==> src/lpr_pkg.sv <==
package lpr_pkg;

   // Coordinate width of every endpoint and pixel field
   localparam int COORD_BITS = 12;

   // Opcodes of the request channel
   localparam logic OP_LOAD = 1'b0;
   localparam logic OP_STEP = 1'b1;

   typedef struct packed {
      logic                         opcode;
      logic signed [COORD_BITS-1:0] x_start;
      logic signed [COORD_BITS-1:0] y_start;
      logic signed [COORD_BITS-1:0] x_end;
      logic signed [COORD_BITS-1:0] y_end;
      logic [7:0]                   line_color;
   } req_type;

   typedef struct packed {
      logic                         pixel_valid;
      logic signed [COORD_BITS-1:0] pixel_x;
      logic signed [COORD_BITS-1:0] pixel_y;
      logic [7:0]                   pixel_color;
      logic                         last_pixel;
      logic                         line_empty;
   } rsp_type;

   // Divider status toward the sequencer
   typedef struct packed {
      logic busy;
      logic done;
   } div_sts_type;

endpackage

==> src/lpr_div.sv <==
module lpr_div (
   input  logic                                 clock,
   input  logic                                 reset,
   input  logic                                 start,
   input  logic [2*lpr_pkg::COORD_BITS-1:0]     dividend,
   input  logic [lpr_pkg::COORD_BITS-1:0]       divisor,
   output lpr_pkg::div_sts_type                 sts,
   output logic [lpr_pkg::COORD_BITS-1:0]       quotient
);
   import lpr_pkg::*;

   localparam int CNT_BITS = $clog2(COORD_BITS);

   logic [COORD_BITS-1:0] rem_ff, rem_in;
   logic [COORD_BITS-1:0] sh_ff, sh_in;
   logic [COORD_BITS-1:0] dvs_ff, dvs_in;
   logic [CNT_BITS-1:0]   cnt_ff, cnt_in;
   logic                  busy_ff, busy_in;
   logic                  done_ff, done_in;
   logic [COORD_BITS:0]   trial;
   logic [COORD_BITS:0]   diff;
   logic                  fits;

   // Trial subtract of one quotient bit
   always_comb begin
      trial = {rem_ff, sh_ff[COORD_BITS-1]};
      diff  = trial - {1'b0, dvs_ff};
      fits  = (trial >= {1'b0, dvs_ff});
   end

   // Load operands on start, then shift in one quotient bit per cycle
   always_comb begin
      rem_in  = rem_ff;
      sh_in   = sh_ff;
      dvs_in  = dvs_ff;
      cnt_in  = cnt_ff;
      busy_in = busy_ff;
      done_in = 1'b0;
      if (start && !busy_ff) begin
         rem_in  = dividend[2*COORD_BITS-1:COORD_BITS];
         sh_in   = dividend[COORD_BITS-1:0];
         dvs_in  = divisor;
         cnt_in  = CNT_BITS'(COORD_BITS - 1);
         busy_in = 1'b1;
      end else if (busy_ff) begin
         rem_in = fits ? diff[COORD_BITS-1:0] : trial[COORD_BITS-1:0];
         sh_in  = {sh_ff[COORD_BITS-2:0], fits};
         cnt_in = cnt_ff - 1'b1;
         if (cnt_ff == '0) begin
            busy_in = 1'b0;
            done_in = 1'b1;
         end
      end
   end

   always_ff @(posedge clock) begin
      if (reset) begin
         busy_ff <= 1'b0;
         done_ff <= 1'b0;
      end else begin
         busy_ff <= busy_in;
         done_ff <= done_in;
      end
      rem_ff <= rem_in;
      sh_ff  <= sh_in;
      dvs_ff <= dvs_in;
      cnt_ff <= cnt_in;
   end

   assign sts.busy = busy_ff;
   assign sts.done = done_ff;
   assign quotient = sh_ff;

endmodule

==> src/line_pixel_rasterizer.sv <==
// Channel   Direction  Handshake              Payload
// req       in         req_valid / req_ready  req_data  (lpr_pkg::req_type)
// rsp       out        rsp_valid / rsp_ready  rsp_data  (lpr_pkg::rsp_type)
//
// A load, or a step with no active line, writes its result to the output
// register at acceptance.
// A pixel step holds the sequencer while the accepting cycle forms the offset,
// S_MUL does the multiply, the radix-2 divider runs, S_DIV sees its done flag
// and S_OUT forms the pixel.
// Reset is synchronous and leaves no line active.
// A stalled result holds in the output register and blocks new transactions;
// a finished pixel waits in the sequencer until that register frees.
module line_pixel_rasterizer (
   input  logic              clock,
   input  logic              reset,
   input  logic              req_valid,
   output logic              req_ready,
   input  lpr_pkg::req_type  req_data,
   output logic              rsp_valid,
   input  logic              rsp_ready,
   output lpr_pkg::rsp_type  rsp_data
);
   import lpr_pkg::*;

   localparam int CB = COORD_BITS;

   localparam logic [1:0] S_IDLE = 2'd0;
   localparam logic [1:0] S_MUL  = 2'd1;
   localparam logic [1:0] S_DIV  = 2'd2;
   localparam logic [1:0] S_OUT  = 2'd3;

   function automatic logic [CB-1:0] mag_of(input logic signed [CB:0] v);
      logic signed [CB:0] a;
      a = (v < 0) ? -v : v;
      return a[CB-1:0];
   endfunction

   logic [1:0]           state_ff, state_in;
   logic                 rsp_valid_ff, rsp_valid_in;
   rsp_type              rsp_ff, rsp_in;
   logic                 line_active_ff, line_active_in;
   logic signed [CB-1:0] origin_x_ff, origin_x_in;
   logic signed [CB-1:0] origin_y_ff, origin_y_in;
   logic signed [CB:0]   delta_x_ff, delta_x_in;
   logic signed [CB:0]   delta_y_ff, delta_y_in;
   logic                 major_is_y_ff, major_is_y_in;
   logic signed [CB-1:0] major_current_ff, major_current_in;
   logic signed [CB-1:0] major_final_ff, major_final_in;
   logic [7:0]           held_color_ff, held_color_in;
   logic [CB-1:0]        off_mag_ff, off_mag_in;
   logic [CB-1:0]        minor_mag_ff, minor_mag_in;
   logic [CB-1:0]        major_mag_ff, major_mag_in;
   logic                 q_neg_ff, q_neg_in;
   logic signed [CB-1:0] pix_major_ff, pix_major_in;
   logic                 last_ff, last_in;

   logic                 req_take;
   logic                 rsp_free;
   logic signed [CB:0]   ld_dx, ld_dy;
   logic                 ld_major_y;
   logic signed [CB:0]   ld_major_delta;
   logic signed [CB:0]   st_major_delta, st_minor_delta, st_offset;
   logic signed [CB-1:0] st_major_origin;
   logic signed [CB-1:0] st_major_next;
   logic signed [CB:0]   q_signed;
   logic signed [CB-1:0] minor_coord;
   logic [2*CB-1:0]      product;
   div_sts_type          div_sts;
   logic [CB-1:0]        div_quo;

   assign rsp_free  = !rsp_valid_ff || rsp_ready;
   assign req_ready = (state_ff == S_IDLE) && rsp_free;
   assign req_take  = req_valid && req_ready;

   // Load-time deltas and major axis pick
   always_comb begin
      ld_dx = {req_data.x_end[CB-1], req_data.x_end}
            - {req_data.x_start[CB-1], req_data.x_start};
      ld_dy = {req_data.y_end[CB-1], req_data.y_end}
            - {req_data.y_start[CB-1], req_data.y_start};
      ld_major_y     = mag_of(ld_dy) > mag_of(ld_dx);
      ld_major_delta = ld_major_y ? ld_dy : ld_dx;
   end

   // Step-time offset along the major axis
   always_comb begin
      st_major_delta  = major_is_y_ff ? delta_y_ff : delta_x_ff;
      st_minor_delta  = major_is_y_ff ? delta_x_ff : delta_y_ff;
      st_major_origin = major_is_y_ff ? origin_y_ff : origin_x_ff;
      st_offset = {major_current_ff[CB-1], major_current_ff}
                - {st_major_origin[CB-1], st_major_origin};
      st_major_next = (st_major_delta > 0) ? major_current_ff + 1'b1
                                           : major_current_ff - 1'b1;
   end

   // Magnitude product feeds the divider registers
   assign product = off_mag_ff * minor_mag_ff;

   lpr_div u_div (
      .clock    (clock),
      .reset    (reset),
      .start    (state_ff == S_MUL),
      .dividend (product),
      .divisor  (major_mag_ff),
      .sts      (div_sts),
      .quotient (div_quo)
   );

   // Signed quotient added to the minor origin
   always_comb begin
      q_signed    = q_neg_ff ? -$signed({1'b0, div_quo}) : $signed({1'b0, div_quo});
      minor_coord = major_is_y_ff ? CB'(origin_x_ff + q_signed[CB-1:0])
                                  : CB'(origin_y_ff + q_signed[CB-1:0]);
   end

   // Sequencer
   always_comb begin
      state_in         = state_ff;
      rsp_valid_in     = rsp_valid_ff && !rsp_ready;
      rsp_in           = rsp_ff;
      line_active_in   = line_active_ff;
      origin_x_in      = origin_x_ff;
      origin_y_in      = origin_y_ff;
      delta_x_in       = delta_x_ff;
      delta_y_in       = delta_y_ff;
      major_is_y_in    = major_is_y_ff;
      major_current_in = major_current_ff;
      major_final_in   = major_final_ff;
      held_color_in    = held_color_ff;
      off_mag_in       = off_mag_ff;
      minor_mag_in     = minor_mag_ff;
      major_mag_in     = major_mag_ff;
      q_neg_in         = q_neg_ff;
      pix_major_in     = pix_major_ff;
      last_in          = last_ff;
      unique case (state_ff)
         S_IDLE: begin
            if (req_take) begin
               if (req_data.opcode == OP_LOAD) begin
                  origin_x_in      = req_data.x_start;
                  origin_y_in      = req_data.y_start;
                  delta_x_in       = ld_dx;
                  delta_y_in       = ld_dy;
                  major_is_y_in    = ld_major_y;
                  major_current_in = ld_major_y ? req_data.y_start : req_data.x_start;
                  major_final_in   = ld_major_y ? req_data.y_end : req_data.x_end;
                  held_color_in    = req_data.line_color;
                  line_active_in   = (ld_major_delta != 0);
                  rsp_in           = '0;
                  rsp_in.line_empty = (ld_major_delta == 0);
                  rsp_valid_in     = 1'b1;
               end else if (!line_active_ff) begin
                  rsp_in            = '0;
                  rsp_in.line_empty = 1'b1;
                  rsp_valid_in      = 1'b1;
               end else begin
                  off_mag_in       = mag_of(st_offset);
                  minor_mag_in     = mag_of(st_minor_delta);
                  major_mag_in     = mag_of(st_major_delta);
                  q_neg_in         = (st_offset < 0) ^ (st_minor_delta < 0)
                                   ^ (st_major_delta < 0);
                  pix_major_in     = major_current_ff;
                  major_current_in = st_major_next;
                  last_in          = (st_major_next == major_final_ff);
                  if (st_major_next == major_final_ff) begin
                     line_active_in = 1'b0;
                  end
                  state_in = S_MUL;
               end
            end
         end
         S_MUL: begin
            state_in = S_DIV;
         end
         S_DIV: begin
            if (div_sts.done) begin
               state_in = S_OUT;
            end
         end
         S_OUT: begin
            if (rsp_free) begin
               rsp_in.pixel_valid = 1'b1;
               rsp_in.pixel_x     = major_is_y_ff ? minor_coord : pix_major_ff;
               rsp_in.pixel_y     = major_is_y_ff ? pix_major_ff : minor_coord;
               rsp_in.pixel_color = held_color_ff;
               rsp_in.last_pixel  = last_ff;
               rsp_in.line_empty  = 1'b0;
               rsp_valid_in       = 1'b1;
               state_in           = S_IDLE;
            end
         end
         default: begin
            state_in = S_IDLE;
         end
      endcase
   end

   always_ff @(posedge clock) begin
      if (reset) begin
         state_ff       <= S_IDLE;
         rsp_valid_ff   <= 1'b0;
         line_active_ff <= 1'b0;
      end else begin
         state_ff       <= state_in;
         rsp_valid_ff   <= rsp_valid_in;
         line_active_ff <= line_active_in;
      end
      rsp_ff           <= rsp_in;
      origin_x_ff      <= origin_x_in;
      origin_y_ff      <= origin_y_in;
      delta_x_ff       <= delta_x_in;
      delta_y_ff       <= delta_y_in;
      major_is_y_ff    <= major_is_y_in;
      major_current_ff <= major_current_in;
      major_final_ff   <= major_final_in;
      held_color_ff    <= held_color_in;
      off_mag_ff       <= off_mag_in;
      minor_mag_ff     <= minor_mag_in;
      major_mag_ff     <= major_mag_in;
      q_neg_ff         <= q_neg_in;
      pix_major_ff     <= pix_major_in;
      last_ff          <= last_in;
   end

   assign rsp_valid = rsp_valid_ff;
   assign rsp_data  = rsp_ff;

   // A pixel step on an active line occupies the sequencer
   a_step_busy: assert property (@(posedge clock) disable iff (reset)
      (req_take && req_data.opcode == OP_STEP && line_active_ff) |=> !req_ready)
      else $error("pixel step did not occupy the sequencer");

   // Divider finishes only while the sequencer waits for it
   a_div_done: assert property (@(posedge clock) disable iff (reset)
      div_sts.done |-> (state_ff == S_DIV))
      else $error("divider finished outside the divide phase");

   // The final phase delivers a pixel result once the output register is free
   a_out_pixel: assert property (@(posedge clock) disable iff (reset)
      (state_ff == S_OUT && rsp_free) |=>
         (rsp_valid && rsp_data.pixel_valid && !rsp_data.line_empty))
      else $error("pixel phase did not deliver a pixel");

endmodule

==> config.mk <==
export PLATFORM = sky130hd
export DESIGN_NAME = line_pixel_rasterizer
export DESIGN_NICKNAME = d
export VERILOG_FILES = /design/src/lpr_pkg.sv /design/src/lpr_div.sv /design/src/line_pixel_rasterizer.sv
export SDC_FILE = /design/constraint.sdc
export NUM_CORES = 1
export LEC_CHECK = 0
export BUFFER_PORTS_ARGS = -buffer_cell sky130_fd_sc_hd__buf_4
export CORE_UTILIZATION = 55
export DETAILED_ROUTE_END_ITERATION = 8
export GPL_TIMING_DRIVEN = 0
export PLACE_DENSITY_LB_ADDON = 0.12
export SLEW_MARGIN = 20
export SYNTH_ARGS = -nofsm -noshare
export SYNTH_HDL_FRONTEND = slang
export SYNTH_SLANG_ARGS = --single-unit
==> constraint.sdc <==
create_clock -name clock -period 5.44 [get_ports clock]
set_clock_uncertainty 0.05 [all_clocks]
set_input_delay 1.088 -clock clock [delete_from_list [all_inputs] [get_ports clock]]
set_output_delay 1.088 -clock clock [all_outputs]
set_load 0.02 [all_outputs]
### After elaboration in Yosys (flattened, before gate mapping)

Index checks and enable logic that the tools add are counted.

* register bits: 214
* input bits: 61
* output and inout port bits: 37
* word-level logic and storage cells: 135

* $add $sub $neg: 15
* $mul: 1
* magnitude comparators: 8
* equality and inequality tests: 11
* muxes and demuxes: 46
* bitwise gates (word level): 4
* reduce and logical (&&, ||, !) cells: 21

Operator list (number)
* 12-bit two-way mux: 20
* 35-bit two-way mux: 4
* 12-bit negation: 6
* 35-bit case mux with 2 select lines: 1
* 13-bit by 1-bit less-than comparator with 1-bit output (second input constant): 5
* 13-bit two-way mux: 3
* 12-bit by 12-bit subtractor with 13-bit output: 3
* 32-bit zero test: 1
* 32-bit nonzero test: 1
* 12-bit adder: 2
* 12-bit by 12-bit multiplier with 24-bit output: 1
* 13-bit by 12-bit >= comparator with 1-bit output: 1
* 13-bit by 1-bit greater-than comparator with 1-bit output (second input constant): 1
* 12-bit by 1-bit adder with 12-bit output (second input constant): 1
* 12-bit equality test: 1
* 12-bit greater-than comparator: 1
* 12-bit by 1-bit subtractor with 12-bit output (second input constant): 1
* 12-bit subtractor: 1
* 1-bit two-way mux: 11
* 2-bit two-way mux: 5
* 2-bit != test (second input constant): 4
* 2-bit case mux with 4 select lines: 1
* 4-bit AND reduction: 2
* 3-bit AND reduction: 2
* 17 further kinds: 27

### Logic depth before layout (Yosys ltp)

Gate-level depths: netlist of the first run.

* depth after elaboration: 9
* mapped depth: 23

### Hierarchy

A second synthesis of the first run with hierarchy kept.

* cell total of the unflattened synthesis: 1842
* area total of the unflattened synthesis: 18342.6 um^2

Modules (own cells, without submodules)
* line_pixel_rasterizer: times used 1, cells each 1592, area each 15842.7 um^2, sequential area each 5124.9 um^2
* lpr_div: times used 1, cells each 250, area each 2499.9 um^2, sequential area each 1201.2 um^2

### Worst setup path after synthesis of the first run

OpenSTA, ideal clock, no wires.

* path type: reg2reg
* start point: register off_mag_ff[2]
* end point: register u_div.rem_ff[11], data pin
* setup time: 0.262 ns
* data arrival time: 5.268 ns
* setup slack: -0.139 ns
* stages on the path, launching flop included: 22
* path buffers: 1
* period minus slack after synthesis: 5.579 ns
* cell sequence: edfxtp_1 > clkbuf_1 > nand2_1 > fa_1 > inv_1 > fa_1 > inv_1 > fa_1 > inv_1 > fa_1 > inv_1 > fa_1 > inv_1 > ha_1 > a211o_1 > a31oi_1 > o21ai_0 > o21ba_2 > o21ai_0 > a211oi_1 > mux2i_1 > nand3_1

* word-level cells in the longest chain between the ends: 2

RTL lines
* start: declaration: line line_pixel_rasterizer.sv:50 `logic [CB-1:0] off_mag_ff, off_mag_in;`
* start signal: assignment: line line_pixel_rasterizer.sv:217 `off_mag_ff <= off_mag_in;`
* 12-bit by 12-bit multiplier with 24-bit output: line line_pixel_rasterizer.sv:97 `assign product = off_mag_ff * minor_mag_ff;`
* 12-bit two-way mux: line lpr_div.sv:39 `if (start && !busy_ff) begin`
* named net u_div.rem_in[11]: line lpr_div.sv:14 `logic [COORD_BITS-1:0] rem_ff, rem_in;`
* end signal: assignment: line lpr_div.sv:64 `rem_ff <= rem_in;`
* end: declaration: line lpr_div.sv:14

The timed path passes the listed nets, and every way through them passes these cells.
A chain may end at the register's enable or synchronous reset.

### Final worst setup path of the first run

* start point: register minor_mag_ff[9]
* end point: register u_div.rem_ff[11], data pin

* word-level cells in the longest chain between the ends: 2

RTL lines
* start: declaration: line line_pixel_rasterizer.sv:51 `logic [CB-1:0] minor_mag_ff, minor_mag_in;`
* start signal: assignment: line line_pixel_rasterizer.sv:218 `minor_mag_ff <= minor_mag_in;`
* 12-bit by 12-bit multiplier with 24-bit output: line line_pixel_rasterizer.sv:97
* 12-bit two-way mux: line lpr_div.sv:39
* named net u_div.rem_in[11]: line lpr_div.sv:14

The timed path passes the listed nets, and every way through them passes these cells.

==> results of run 1 <==
how the worst max path moves through the flow:
stage	slack, ps	end	depth (start not counted)	from
global route	-230	u_div.rem_ff[11]	21	minor_mag_ff[9]
global placement	-1880	line_active_ff	6	rsp_ready
CTS	-20	u_div.rem_ff[5]	22	minor_mag_ff[3]
floorplan	20	u_div.rem_ff[11]	21	off_mag_ff[2]
detailed placement	-1300	major_final_ff[0]	19	req_data[44]
finish	-100	u_div.rem_ff[11]	21	minor_mag_ff[9]
cells by family after synthesis:
| logic type | Yosys count | share of synthesized area, % |
|---|---|---|
| AO/OA/AOI/OAI | 344 | 12.54 |
| XOR/XNOR | 134 | 6.584 |
| adder cells (fa/ha/maj) | 260 | 22.19 |
| buffers and inverters | 268 | 5.624 |
| flip-flops | 214 | 34.68 |
| multiplexers | 76 | 4.362 |
| AND/OR/NAND/NOR | 528 | 14.02 |
synth_stat cells (12+ instances only):
cell type	count	share of area, %
edfxtp_1	204	34
inv_1	204	4.2
nand2_1	199	4.1
ha_1	154	11
fa_1	106	12
nor2_1	99	2.0
xnor2_1	90	4.3
a21oi_1	83	2.3
o21ai_0	83	2.3
and2_1	55	1.9
clkbuf_1	48	0.99
mux2i_1	48	2.6
xor2_1	42	2.0
a21o_1	37	1.5
nor3_1	37	1.0
mux2_2	28	1.7
nand3_1	28	0.77
nor2b_1	27	0.93
o21a_1	21	0.86
nand2b_1	18	0.62
a211oi_1	16	0.66
nand4_1	12	0.41
layout by cell type (no fill, tap or decap), drive strengths merged, types with 8 or more instances in the layout:
cell type,instances
fa,106
o21ai,84
dfxtp,10
and3,11
inv,206
xnor2,90
buf,163
xor2,42
mux2i,48
nand2b,18
nor2,99
o31ai,10
a31oi,10
a21oi,84
nor2b,27
a21o,37
nor3,38
o21a,22
nand2,199
or3,10
edfxtp,204
nand4,12
clkbuf,64
nand3,28
ha,154
a211oi,16
a21boi,8
and2,55
mux2,28
metal layers:
metal	track usage, %	up-vias
li1	-	6671
met1	36.30	6813
met2	50.59	379
met3	2.608	95
met4	10.47	0
met5	0	-
layout make-up:
class | instances | area share (%)
Multi-Input combinational cell | 1342 | 52.74
Sequential cell | 214 | 29.77
Timing Repair Buffer | 142 | 5.446
Inverter | 205 | 3.639
Clock buffer | 28 | 2.997
Tap cell | 442 | 2.602
Buffer | 57 | 1.890
Clock inverter | 16 | 0.9185
metrics by stage:
step | setup TNS (ps) | util, %
final | -192.2 | 65.15
after global routing | -969.7 | 65.15
after CTS | -32.68 | 64.49
after detailed placement | -26740 | 60.29
after global placement | -92580 | 59.90
after floorplan | 0 | -
worst max-delay path, stage by stage, from the launching register on:
cell,delay (ps)
edfxtp_1,480
buf_6,140
nand2_1,70
fa_1,560
inv_2,50
fa_1,520
inv_1,50
fa_1,500
inv_2,50
fa_1,470
inv_1,50
fa_1,490
inv_2,50
ha_4,240
a211o_1,300
a31oi_1,140
o21ai_1,80
o21ba_4,280
o21ai_4,80
a211oi_2,300
mux2i_1,220
nand3_1,100
power by group through the flow:
stage                     clock [mW]  combinational (mW)  sequential [mW]
final                           1.70                8.34             2.62
after global routing            1.79                9.12             2.65
after CTS                       1.73                8.03             2.62
after detailed placement           0                7.24             2.64
after global placement             0                7.08             2.66
after floorplan                    0                5.33             2.62
what timing repair did:
item                       in CTS  in global routing
setup buffers                  33                  9
gates resized for setup        86                 64
setup endpoints to repair      38                 46
pin swaps                      33                 27
==> run summary, run 1 <==
CTS tree: yes
Via density: 5.706
hold slack: 365.2 ps
ys async rst share: 0%
crit path kind: flip-flop to flip-flop
reg2reg setup slack: -100 ps
Vias: 13960
Fillers: 2610
clock-pin slew on the worst setup and hold paths: 70 ps
Hold WC Path Type: flip-flop to flip-flop
power per cell area: 596.1 mW/mm^2
register area: 0.006326 mm^2
hold path depth: 0
status: finished with violations
Flop pwr share: 20.7%
min cycle time layout: 5537 ps
Pins Over Slew Limit: 0
post-route ant nets: 0
setup ws final: -96.89 ps
worst rel slew slack: 33.30%
clock buffer depth: 3
all-layer global routing usage: 28.56%
Post-synth top flop: edfxtp_1
switch share: 44.51%
Int Pwr: 7.029 mW
vias in the first global route: 14010
worst reg2reg path depth: 21
Area Growth Syn to Fin: 16.50%
H-tree depth: 1
first-pass GRT wire length: 74560 um
max-cap violations: 0
port bufs: 97
Die Wd: 184.1 um
Synth cell types: 82
Post-synth EDFFs: 204
Mapped Cells: 1824
Syn Area/Cell: 10.00 um^2
grt ovf: 0
layout cell share with drive strength beyond 1: 16.47%
highest routing layer actually used: met4
initial core utilization: 55.93%
Post-DP HPWL: 37290 um
max reg flops: 35
met3 routed WL: 1865 um
final RePlAce weighted congestion: 0.9619
Layout Cells excl Fill: 2446
Clock Tree Root: clkbuf_16
Critical Path RT: 5650 ps
RSZ-0062 raised after global routing: true
Synth Register Bits: 214
initial antenna violation count: 0
Detailed Route Iter0 Violations: 967
CTS Sinks: 214
Clock Power Share: 13.4%
Setup-failing EPs final: 4
DRC violations left: 0
WL/cell: 19.30 um
hold buffers post-CTS: 0
Ys Warns: 0
achievable clock frequency: 180.6 MHz
largest net degree at the start of global routing: 31
hold_sp: major_mag_ff[11]
critical path fanouts, max: 4
drt pass-1 iters: 5
Pwr Total: 12.67 mW
Pleak: 9.301 nW
combinational share of power: 65.9%
FF-to-FF Start: minor_mag_ff[9]
number of buffers created by CTS: 24
Critical Path Source Type: flip-flop
Hold Crit Endpoint: u_div.dvs_ff[11]
sequential area share after synthesis: 34.68%
Worst-Skew Late Latency: 520 ps
die area: 0.03390 mm^2
fin area: 0.02125 mm^2
met2 wire length: 23540 um
Post-Synthesis Cell Area: 0.01824 mm^2
core box area: 0.03262 mm^2
Final Routed Wirelength: 47210 um
Worst-Margin Slew: 999.4 ps
Final Net Count: 2307
Placed Area: 0.01967 mm^2
Final period util: 101.8%
wl on met1: 20110 um
Post-Syn Nets: 2145
Max VDD drop: 440.7 uV
area of the multi-input gates: 0.01121 mm^2
critical path arrival: 5750 ps
Final Hold Viols: 0
Inst Count DP: 2367
Rows: 66
failing checks: setup timing
io pins: 98
CP endpoint kind: flip-flop
pre-CTS setup slack: -1295 ps
diode count: 0
Switch Pwr: 5.639 mW
Worst R2R End: u_div.rem_ff[11]
Die H: 184.1 um
(Power assumes the default switching activity.)
==> run 2, diff against run 1 <==
Settings changed: SKIP_LAST_GASP set to 1.
==> run 2 against run 1 <==
  * The flow still finishes with violations (setup timing)
  * First-iteration DRC count is 4.9% lower
  * Cell count unchanged
  * Core utilization barely moved
  * Critical path depth stayed put
  * Final area hardly changed
  * Critical endpoint unchanged
  * Largest power group unchanged
==> run summary, run 2 (synthesis gave the netlist of run 1 again) <==
status: finished with violations
failing checks: setup timing
Pins Over Slew Limit: 0
clock buffer depth: 3
all-layer global routing usage: 28.56%
critical path fanouts, max: 4
Detailed Route Iter0 Violations: 920
first-pass GRT wire length: 74560 um
drt pass-1 iters: 5
DRC violations left: 0
Vias: 13970
clock-pin slew on the worst setup and hold paths: 70 ps
crit path kind: flip-flop to flip-flop
Final Hold Viols: 0
most common cell after layout, fill and taps aside: edfxtp_1
Fillers: 2610
post-route ant nets: 0
Critical Path Source Type: flip-flop
Critical Path RT: 5650 ps
Setup-failing EPs final: 4
CTS tree: yes
max reg flops: 35
Die H: 184.1 um
max-cap violations: 0
pre-CTS setup slack: -1295 ps
Die Wd: 184.1 um
grt ovf: 0
io pins: 98
Area Growth Syn to Fin: 16.47%
RSZ-0062 raised after global routing: true
Max VDD drop: 438.7 uV
die area: 0.03390 mm^2
initial core utilization: 55.93%
Worst-Margin Slew: 1003 ps
core box area: 0.03262 mm^2
Worst-Skew Late Latency: 510 ps
Final Net Count: 2307
Final Routed Wirelength: 47290 um
port bufs: 97
layout cell share with drive strength beyond 1: 16.47%
setup ws final: -84.24 ps
Pwr Total: 12.67 mW
largest net degree at the start of global routing: 31
CP endpoint kind: flip-flop
number of buffers created by CTS: 24
diode count: 0
worst rel slew slack: 33.04%
Rows: 66
Via density: 5.712
reg2reg setup slack: -80 ps
critical path arrival: 5730 ps
power per cell area: 596.4 mW/mm^2
initial antenna violation count: 0
hold buffers post-CTS: 0
min cycle time layout: 5524 ps
Post-DP HPWL: 37290 um
Hold WC Path Type: flip-flop to flip-flop
Pleak: 9.299 nW
H-tree depth: 1
Clock Tree Root: clkbuf_16
Final period util: 101.5%
final RePlAce weighted congestion: 0.9619
achievable clock frequency: 181.0 MHz
WL/cell: 19.33 um
vias in the first global route: 14010
most frequent cells in the layout: edfxtp_1, inv_1, nand2_1, ha_1, buf_4
CTS Sinks: 214
run 2: cell counts in the layout (fill, tap and decap cells not counted):
Identical to the previous run, type by type.
run 2: worst max-delay path, stage by stage (launching register included):
cell and delay (ps):
edfxtp_1 490, buf_6 150, nand2_1 70, fa_1 560, inv_2 50, fa_1 520
inv_1 50, fa_1 500, inv_2 50, fa_1 470, inv_1 50, fa_1 490
inv_2 50, ha_4 240, a211o_1 300, a31oi_1 140, o21ai_1 80, o21ba_4 280
o21ai_4 80, a211oi_2 300, mux2i_1 210, nand3_1 90
run 2: area by class of cell:
class | instances | area, um^2 | share of cell area [%]
Timing Repair Buffer | 142 | 1157 | 5.447
Sequential cell | 214 | 6326 | 29.77
Clock inverter | 16 | 195.2 | 0.9186
Tap cell | 442 | 553.0 | 2.603
Inverter | 205 | 773.2 | 3.639
Clock buffer | 28 | 636.9 | 2.997
Multi-Input combinational cell | 1342 | 11210 | 52.75
Buffer | 57 | 397.9 | 1.873
run 2: final timing paths:
path | depth (start not counted) | endpoint | from
max reg2reg | 21 | u_div.rem_ff[11] | minor_mag_ff[9]
min reg2reg | 0 | u_div.dvs_ff[11] | major_mag_ff[11]
max | 21 | u_div.rem_ff[11] | minor_mag_ff[9]
min | 0 | u_div.dvs_ff[11] | major_mag_ff[11]
run 2: metal layers:
layer	vias to the layer above	track usage [%]	part of all wire (%)
met5	-	0	0
met4	0	10.47	3.7
met3	96	2.608	4.2
met2	430	50.59	50
met1	6778	36.30	42
li1	6667	-	-
run 2: timing repair:
action / CTS / global route
setup buffers: 33 / 9
setup endpoints to repair: 38 / 46
gates resized for setup: 86 / 62
pin swaps: 32 / 27
run 2: per-stage QoR:
stage	utilization, %	setup TNS [ps]	hold WS (ps)	cell area [um^2]	cells
4_1_cts	64.49	-46.28	367.0	21040	2441
3_3_place_gp	59.90	-92580	352.4	19540	2363
3_5_place_dp	60.29	-26740	354.5	19670	2367
2_1_floorplan	-	0	350.3	18260	1824
6_report	65.14	-199.8	365.0	21250	2446
5_1_grt	65.14	-993.9	368.2	21250	2446
run 2: where the power goes:
| group | leakage, nW | internal (mW) | switching (mW) | total, mW |
|---|---|---|---|---|
| logic | 6.91 | 3.62 | 4.73 | 8.35 |
| clock network | 0.398 | 1.03 | 0.671 | 1.70 |
| registers | 1.99 | 2.38 | 0.245 | 2.62 |
